===== config.mk =====
export PLATFORM = sky130hd
export DESIGN_NAME = raster_value_reclassifier
export DESIGN_NICKNAME = d
export VERILOG_FILES = /design/src/hdl/rvr_pkg.sv /design/src/hdl/raster_value_reclassifier.sv
export SDC_FILE = /design/constraint.sdc
export NUM_CORES = 2
export LEC_CHECK = 0
export BUFFER_PORTS_ARGS = -buffer_cell sky130_fd_sc_hd__buf_2
export CAP_MARGIN = 20
export CORE_UTILIZATION = 41
export DETAILED_ROUTE_END_ITERATION = 12
export HOLD_SLACK_MARGIN = 0.1
export RECOVER_POWER = 50
export REMOVE_ABC_BUFFERS = 1
export SETUP_SLACK_MARGIN = 0.4
export SLEW_MARGIN = 20
export SYNTH_ARGS = -nofsm -noshare
export SYNTH_HDL_FRONTEND = slang
export SYNTH_SLANG_ARGS = --single-unit

===== constraint.sdc =====
create_clock -name clk -period 36.4 [get_ports clk]
set_clock_uncertainty 0.2 [all_clocks]
set_input_delay 7.28 -clock clk [delete_from_list [all_inputs] [get_ports clk]]
set_output_delay 7.28 -clock clk [all_outputs]
set_load 0.1 [all_outputs]

===== src/hdl/rvr_pkg.sv =====
// ---------------------------------------------------------------------------
// rvr_pkg: shared types and constants for the raster value reclassifier
// Payload structs for the cell/rule channel and the result channel, command,
// status and register codes, and the Q16.16 value width.
// ---------------------------------------------------------------------------
package rvr_pkg;

  // Q16.16 value width, fixed by the payload fields
  localparam int VALUE_BITS = 32;
  localparam int SLOT_BITS  = 4;
  localparam int COUNT_BITS = 5;
  localparam int STATUS_BITS = 2;
  localparam int CFG_INDEX_BITS = 2;

  // -9999.0 in Q16.16
  localparam logic signed [VALUE_BITS-1:0] NODATA_RESET = -32'sd655294464;

  // Commands
  localparam logic CMD_CLASSIFY   = 1'b0;
  localparam logic CMD_WRITE_RULE = 1'b1;

  // Result status codes
  localparam logic [STATUS_BITS-1:0] STATUS_RECLASSIFIED = 2'd0;
  localparam logic [STATUS_BITS-1:0] STATUS_UNMATCHED    = 2'd1;
  localparam logic [STATUS_BITS-1:0] STATUS_CELL_NODATA  = 2'd2;

  // Configuration register indexes
  localparam logic [CFG_INDEX_BITS-1:0] REG_RANGE_MODE    = 2'd0;
  localparam logic [CFG_INDEX_BITS-1:0] REG_CELL_NODATA   = 2'd1;
  localparam logic [CFG_INDEX_BITS-1:0] REG_OUTPUT_NODATA = 2'd2;
  localparam logic [CFG_INDEX_BITS-1:0] REG_RULE_COUNT    = 2'd3;

  typedef struct packed {
    logic                         cmd;
    logic signed [VALUE_BITS-1:0] cell_value;
    logic [SLOT_BITS-1:0]         slot_index;
    logic signed [VALUE_BITS-1:0] bound_low;
    logic signed [VALUE_BITS-1:0] bound_high;
    logic signed [VALUE_BITS-1:0] class_value;
  } in_item_t;

  typedef struct packed {
    logic signed [VALUE_BITS-1:0] out_value;
    logic [STATUS_BITS-1:0]       status;
    logic [SLOT_BITS-1:0]         hit_slot;
  } out_item_t;

endpackage


===== src/hdl/raster_value_reclassifier.sv =====
// ---------------------------------------------------------------------------
// raster_value_reclassifier: pipelined rule-table reclassifier
// Classifies Q16.16 cell values against up to MAX_RULES range or exact rules;
// rule-write items fill table slots and give no result.
// ---------------------------------------------------------------------------
//
//  channel   handshake                 payload      direction
//  -------   -----------------------   ----------   ---------
//  in        in_valid / in_ready       in_data      cells and rule writes in
//  out       out_valid / out_ready     out_data     one result per cell
//  cfg       cfg_wr_en                 cfg_index,   register writes
//                                      cfg_wdata
//
//  One item enters per cycle unless a held result stalls the pipe; a cell's
//  result passes the input stage, lane compare, priority encode, output register.
//  All stages advance together whenever the output register is empty or
//  being taken; a held result stalls the whole pipe with nothing lost.
//  Reset clears the valid bits and loads the register reset values; the
//  rule table is not cleared.
//  MAX_RULES may be 1 to 16 (slot_index and hit_slot are 4 bits).
//
module raster_value_reclassifier
  import rvr_pkg::*;
#(
  parameter int MAX_RULES = 16
) (
  input  logic                      clk,
  input  logic                      rst,
  input  logic                      in_valid,
  output logic                      in_ready,
  input  in_item_t                  in_data,
  output logic                      out_valid,
  input  logic                      out_ready,
  output out_item_t                 out_data,
  input  logic                      cfg_wr_en,
  input  logic [CFG_INDEX_BITS-1:0] cfg_index,
  input  logic [VALUE_BITS-1:0]     cfg_wdata
);

  localparam int IDX_W = (MAX_RULES > 1) ? $clog2(MAX_RULES) : 1;

  // Configuration registers
  logic                         range_mode;
  logic signed [VALUE_BITS-1:0] cell_nodata;
  logic signed [VALUE_BITS-1:0] output_nodata;
  logic [COUNT_BITS-1:0]        rule_count;

  // Rule table: bounds are written as a rule leaves stage 1, class values as
  // it leaves stage 3, so each stage sees exactly the writes ahead of it.
  logic signed [VALUE_BITS-1:0] lower_bounds [MAX_RULES];
  logic signed [VALUE_BITS-1:0] upper_bounds [MAX_RULES];
  logic signed [VALUE_BITS-1:0] class_values [MAX_RULES];

  // Pipeline registers
  logic                         s1_valid;
  in_item_t                     s1_item;
  logic                         s2_valid;
  logic                         s2_cmd;
  logic [SLOT_BITS-1:0]         s2_slot;
  logic signed [VALUE_BITS-1:0] s2_class;
  logic                         s2_nodata;
  logic [MAX_RULES-1:0]         s2_match;
  logic                         s3_valid;
  logic                         s3_cmd;
  logic [SLOT_BITS-1:0]         s3_slot;
  logic signed [VALUE_BITS-1:0] s3_class;
  logic                         s3_nodata;
  logic                         s3_found;
  logic [IDX_W-1:0]             s3_idx;

  logic                         advance;
  logic                         s1_nodata;
  logic [MAX_RULES-1:0]         s1_match;
  logic                         s2_found;
  logic [IDX_W-1:0]             s2_idx;
  out_item_t                    s3_result;
  logic                         s1_slot_ok;
  logic                         s3_slot_ok;

  // Whole pipe moves when the output register is free or being taken
  assign advance  = !out_valid || out_ready;
  assign in_ready = advance;

  // Configuration writes
  always_ff @(posedge clk) begin
    if (rst) begin
      range_mode    <= 1'b1;
      cell_nodata   <= NODATA_RESET;
      output_nodata <= NODATA_RESET;
      rule_count    <= '0;
    end else if (cfg_wr_en) begin
      unique case (cfg_index)
        REG_RANGE_MODE:    range_mode    <= cfg_wdata[0];
        REG_CELL_NODATA:   cell_nodata   <= cfg_wdata;
        REG_OUTPUT_NODATA: output_nodata <= cfg_wdata;
        REG_RULE_COUNT:    rule_count    <= cfg_wdata[COUNT_BITS-1:0];
        default: ;
      endcase
    end
  end

  // Stage 1: input register
  always_ff @(posedge clk) begin
    if (rst) begin
      s1_valid <= 1'b0;
    end else if (advance) begin
      s1_valid <= in_valid;
    end
  end

  always_ff @(posedge clk) begin
    if (advance) begin
      s1_item <= in_data;
    end
  end

  // Stage 1 logic: one comparator lane per slot, gated by rule_count
  assign s1_nodata = (s1_item.cell_value == cell_nodata);

  always_comb begin
    for (int i = 0; i < MAX_RULES; i++) begin
      if (COUNT_BITS'(i) < rule_count) begin
        if (range_mode) begin
          s1_match[i] = (lower_bounds[i] <= s1_item.cell_value) &&
                        (s1_item.cell_value <= upper_bounds[i]);
        end else begin
          s1_match[i] = (lower_bounds[i] == s1_item.cell_value);
        end
      end else begin
        s1_match[i] = 1'b0;
      end
    end
  end

  // Bounds are stored as a rule write leaves stage 1
  assign s1_slot_ok = ({1'b0, s1_item.slot_index} < (SLOT_BITS+1)'(MAX_RULES));

  always_ff @(posedge clk) begin
    if (advance && s1_valid && (s1_item.cmd == CMD_WRITE_RULE) && s1_slot_ok) begin
      lower_bounds[s1_item.slot_index[IDX_W-1:0]] <= s1_item.bound_low;
      upper_bounds[s1_item.slot_index[IDX_W-1:0]] <= s1_item.bound_high;
    end
  end

  // Stage 2: match vector
  always_ff @(posedge clk) begin
    if (rst) begin
      s2_valid <= 1'b0;
    end else if (advance) begin
      s2_valid <= s1_valid;
    end
  end

  always_ff @(posedge clk) begin
    if (advance) begin
      s2_cmd    <= s1_item.cmd;
      s2_slot   <= s1_item.slot_index;
      s2_class  <= s1_item.class_value;
      s2_nodata <= s1_nodata;
      s2_match  <= s1_match;
    end
  end

  // Stage 2 logic: lowest matching slot wins
  always_comb begin
    s2_found = |s2_match;
    s2_idx   = '0;
    for (int i = MAX_RULES - 1; i >= 0; i--) begin
      if (s2_match[i]) begin
        s2_idx = IDX_W'(i);
      end
    end
  end

  // Stage 3: encoded hit
  always_ff @(posedge clk) begin
    if (rst) begin
      s3_valid <= 1'b0;
    end else if (advance) begin
      s3_valid <= s2_valid;
    end
  end

  always_ff @(posedge clk) begin
    if (advance) begin
      s3_cmd    <= s2_cmd;
      s3_slot   <= s2_slot;
      s3_class  <= s2_class;
      s3_nodata <= s2_nodata;
      s3_found  <= s2_found;
      s3_idx    <= s2_idx;
    end
  end

  // Class values are stored as a rule write leaves stage 3
  assign s3_slot_ok = ({1'b0, s3_slot} < (SLOT_BITS+1)'(MAX_RULES));

  always_ff @(posedge clk) begin
    if (advance && s3_valid && (s3_cmd == CMD_WRITE_RULE) && s3_slot_ok) begin
      class_values[s3_slot[IDX_W-1:0]] <= s3_class;
    end
  end

  // Stage 3 logic: nodata first, then the winning rule, else unmatched
  always_comb begin
    priority if (s3_nodata) begin
      s3_result.out_value = output_nodata;
      s3_result.status    = STATUS_CELL_NODATA;
      s3_result.hit_slot  = '0;
    end else if (s3_found) begin
      s3_result.out_value = class_values[s3_idx];
      s3_result.status    = STATUS_RECLASSIFIED;
      s3_result.hit_slot  = SLOT_BITS'(s3_idx);
    end else begin
      s3_result.out_value = output_nodata;
      s3_result.status    = STATUS_UNMATCHED;
      s3_result.hit_slot  = '0;
    end
  end

  // Output register: only classify items give a result
  always_ff @(posedge clk) begin
    if (rst) begin
      out_valid <= 1'b0;
    end else if (advance) begin
      out_valid <= s3_valid && (s3_cmd == CMD_CLASSIFY);
    end
  end

  always_ff @(posedge clk) begin
    if (advance) begin
      out_data <= s3_result;
    end
  end

endmodule


==> run_results.csv <==
group,metric,value,unit
cells_and_area,fillers,18100,
synth,yosysSeqAreaShare,64.5,%
global_routing,gr-usage-met1,29.1,%
global_routing,antenna_found_initial,19,
cts,cts_hold_buf,0,
setup_path,reg2reg_to,"s2_match[0]$_SDFFCE_PP0N_",
cts,insertion_delay,0.89,ns
setup_path,path_class,"primary input to output pin",
cts,htreeDepth,4,
cts,clock_sinks,1878,
sta,rsz0062_at_grt,"no",
sta,max-slew-margin-rel,-129,%
drt,first_pass_iters,9,
synth,async_reset_ff_share,0,%
cts,clk_path_buf_depth,3,
synth,yosys_warnings,0,
cts,numCtsBuffers,200,
floorplanning,die_y,461,um
synth,synthFlopType,"edfxtp_1",
cts,root_buffer,"clkbuf_16",
synth,synth_edf_count,1804,
drt,drcViolationCount,4,
setup_path,worstPathMaxFanout,17,
global_routing,gr-usage-all-layers,21.7,%
setup_path,arrival,8.63,ns
synth,syn_area,0.0863,sq mm
cts,cts_tree,"built",
drt,vias,50500,
cells_and_area,drive_gt1_share,12.5,%
floorplanning,die-area,0.212,sq mm
synth,synth_area_leaders,"edfxtp_1 63%, ha_1 15%, mux4_2 4.2%, inv_1 2.6%, a21oi_1 2.6%",
run_status,violations,"design-rule violations, max-capacitance violations, max-slew violations",
global_routing,grt-ovfl-total,0,
setup_path,reg2reg_depth,10,
cells_and_area,area_growth,13.7,%
sta,setup_tns,0,ns
placed_design,portBuffers,211,
synth,synth_top_cell_by_area,"edfxtp_1",
cts,cts_setup_buffers,0,
floorplanning,initial_core_util,41.2,%
global_routing,grt_first_pass_wirelength,333,mm
floorplanning,io_pins,212,
synth,syn_inst,5721,
job,max_cap_viol_count,4,
setup_path,startpoint_type,"primary input",
setup_path,worstSetupStartpoint,"out_ready",
drt,routed_via_density,5.52,
setup_path,r2r_start,"s1_item[119]$_DFFE_PN_",
setup_path,worst_setup_path_end_kind,"output pin",
setup_path,regToRegSetupSlack,30.92,ns
setup_path,crit_end,"in_ready",
pwr,p_per_area,50.7,mW/mm^2
sta,max_freq,62.1,MHz
global_routing,use_met2,35.8,%
global_routing,grt_pass1_vias,50300,
cells_and_area,fin_nets,7374,
global_routing,gr-usage-met3,2.98,%
synth,yosysTopAreaCellShare,62.8,%
synth,synth_area_per_cell,15.1,sq um
synth,synth_seq_cells,1878,
setup_path,required,28.92,ns
cts,clk_pin_slew,0.06,ns
global_routing,grt-busiest-layer,"met2",
run_status,status,"finished with violations",
floorplanning,num_rows,168,
global_routing,grt_max_degree,130,
pwr,total_power,4970,uW
sta,setup_violations,0,
sta,finalHoldViolCount,0,
synth,synth_commonest_cells,"1804 x edfxtp_1, 1024 x ha_1, 595 x inv_1",
drt,wl,230,mm
pwr,ir_worst_vdd,0.0000514,V
floorplanning,die_w,461,um
sta,fin_crit_sh,44.3,%
synth,synth.most_common_cell,"edfxtp_1",
drt,drt_iter0_markers,4468,
placed_design,gp_congestion,0.844,
drt,wl_per_cell,25.1,um
synth,ys_types,68,
sta,period_minus_slack,16.11,ns
placed_design,hpwlAfterDp,146,mm
sta,tightest_slew,3.43,ns
hold_path,hold_class,"flip-flop to flip-flop",
floorplanning,coreArea,0.209,sq mm
sta,maxSlewViolCount,178,
pwr,p_leak,0.0381,uW
drt,ant_nets,0,
cts,ctsResizeCount,0,
==> worst max-delay path, stage by stage <==
cell and delay, ns:
buf_2 0.07, nand2b_1 0.70, buf_2 0.57
==> registers in the layout, indices dropped and copies added, names as in the netlist, 4 cells and up <==
register	flops
class_values	512
lower_bounds	512
upper_bounds	512
s1_item	133
out_data	38
cell_nodata	32
output_nodata	32
s2_class	32
s3_class	32
s2_match	16
rule_count	5
s2_slot	4
s3_idx	4
s3_slot	4
==> per-layer routing <==
metal	wire length (um)	vias to the layer above	share of wire [%]
li1	-	23100	-
met1	98400	25400	43
met2	110000	1517	48
met3	12800	388	5.6
met4	8360	6	3.6
met5	42	-	0.018
==> power by group <==
group,internal (uW),switching [uW]
Combinational,172,328
Sequential,2410,55.1
Clock,1130,866
Total,3720,1250
==> stage by stage <==
stage	cell area (sq um)	worst slack, ns	utilization (%)	hold WS, ns	std cells
after floorplan	85900	14.38	-	0.200	5649
after global placement	91600	20.78	43.8	0.201	8781
after detailed placement	91700	20.78	43.8	0.205	8781
after CTS	98100	20.77	46.9	0.210	9147
after global routing	98100	20.21	46.9	0.222	9148
final	98100	20.29	46.9	0.205	9151
==> layout by cell type (no fill, tap or decap), drive strengths merged, types with 21 or more instances in the layout <==
master	synthesis	routed
a211oi	21	21
a21o	173	173
a21oi	443	443
a31oi	26	26
buf	24	304
clkbuf	48	287
clkinv	0	81
dfxtp	74	74
edfxtp	1804	1804
ha	1024	1024
inv	595	598
mux2	32	32
mux4	160	160
nand2	301	301
nand2b	23	23
nand3	35	35
nand3b	21	21
nand4	244	244
nor2	120	120
nor2b	56	56
nor3	45	45
nor4	56	56
o211ai	69	69
o21ai	116	116
xor2	33	33
==> how the worst min path moves through the flow <==
| stage | depth (start not counted) | end | from | slack (ns) |
|---|---|---|---|---|
| 6_report | 0 | s3_class[22]$_DFFE_PN_ | s2_class[22]$_DFFE_PN_ | 0.20 |
| 3_3_place_gp | 0 | s3_class[26]$_DFFE_PN_ | s2_class[26]$_DFFE_PN_ | 0.20 |
| 2_1_floorplan | 0 | s2_class[0]$_DFFE_PN_ | s1_item[0]$_DFFE_PN_ | 0.20 |
| 3_5_place_dp | 0 | s2_class[29]$_DFFE_PN_ | s1_item[29]$_DFFE_PN_ | 0.20 |
| 5_1_grt | 0 | s3_class[22]$_DFFE_PN_ | s2_class[22]$_DFFE_PN_ | 0.22 |
| 4_1_cts | 0 | s3_class[22]$_DFFE_PN_ | s2_class[22]$_DFFE_PN_ | 0.21 |
==> kinds of logic after synthesis <==
logic type	Yosys count	share of synthesized area [%]
flip-flops	1878	64.5
multiplexers	202	4.71
XOR/XNOR	33	0.335
adder cells (fa/ha/maj)	1024	14.8
buffers and inverters	667	3.01
AND/OR/NAND/NOR	944	5.59
AO/OA/AOI/OAI	973	7.02
==> layout make-up <==
cell class / count / area [sq um] / area share [%]
clock buffers: 264 / 5360 / 5.46
repair buffers: 327 / 1910 / 1.95
well taps: 2805 / 3510 / 3.58
inverters: 595 / 2230 / 2.28
diodes: 4 / 10.0 / 0.0102
multi-input cells: 3176 / 28300 / 28.9
flip-flops and latches: 1878 / 55700 / 56.7
clock inverters: 102 / 1120 / 1.15
Power figures use the tool's default switching activity.
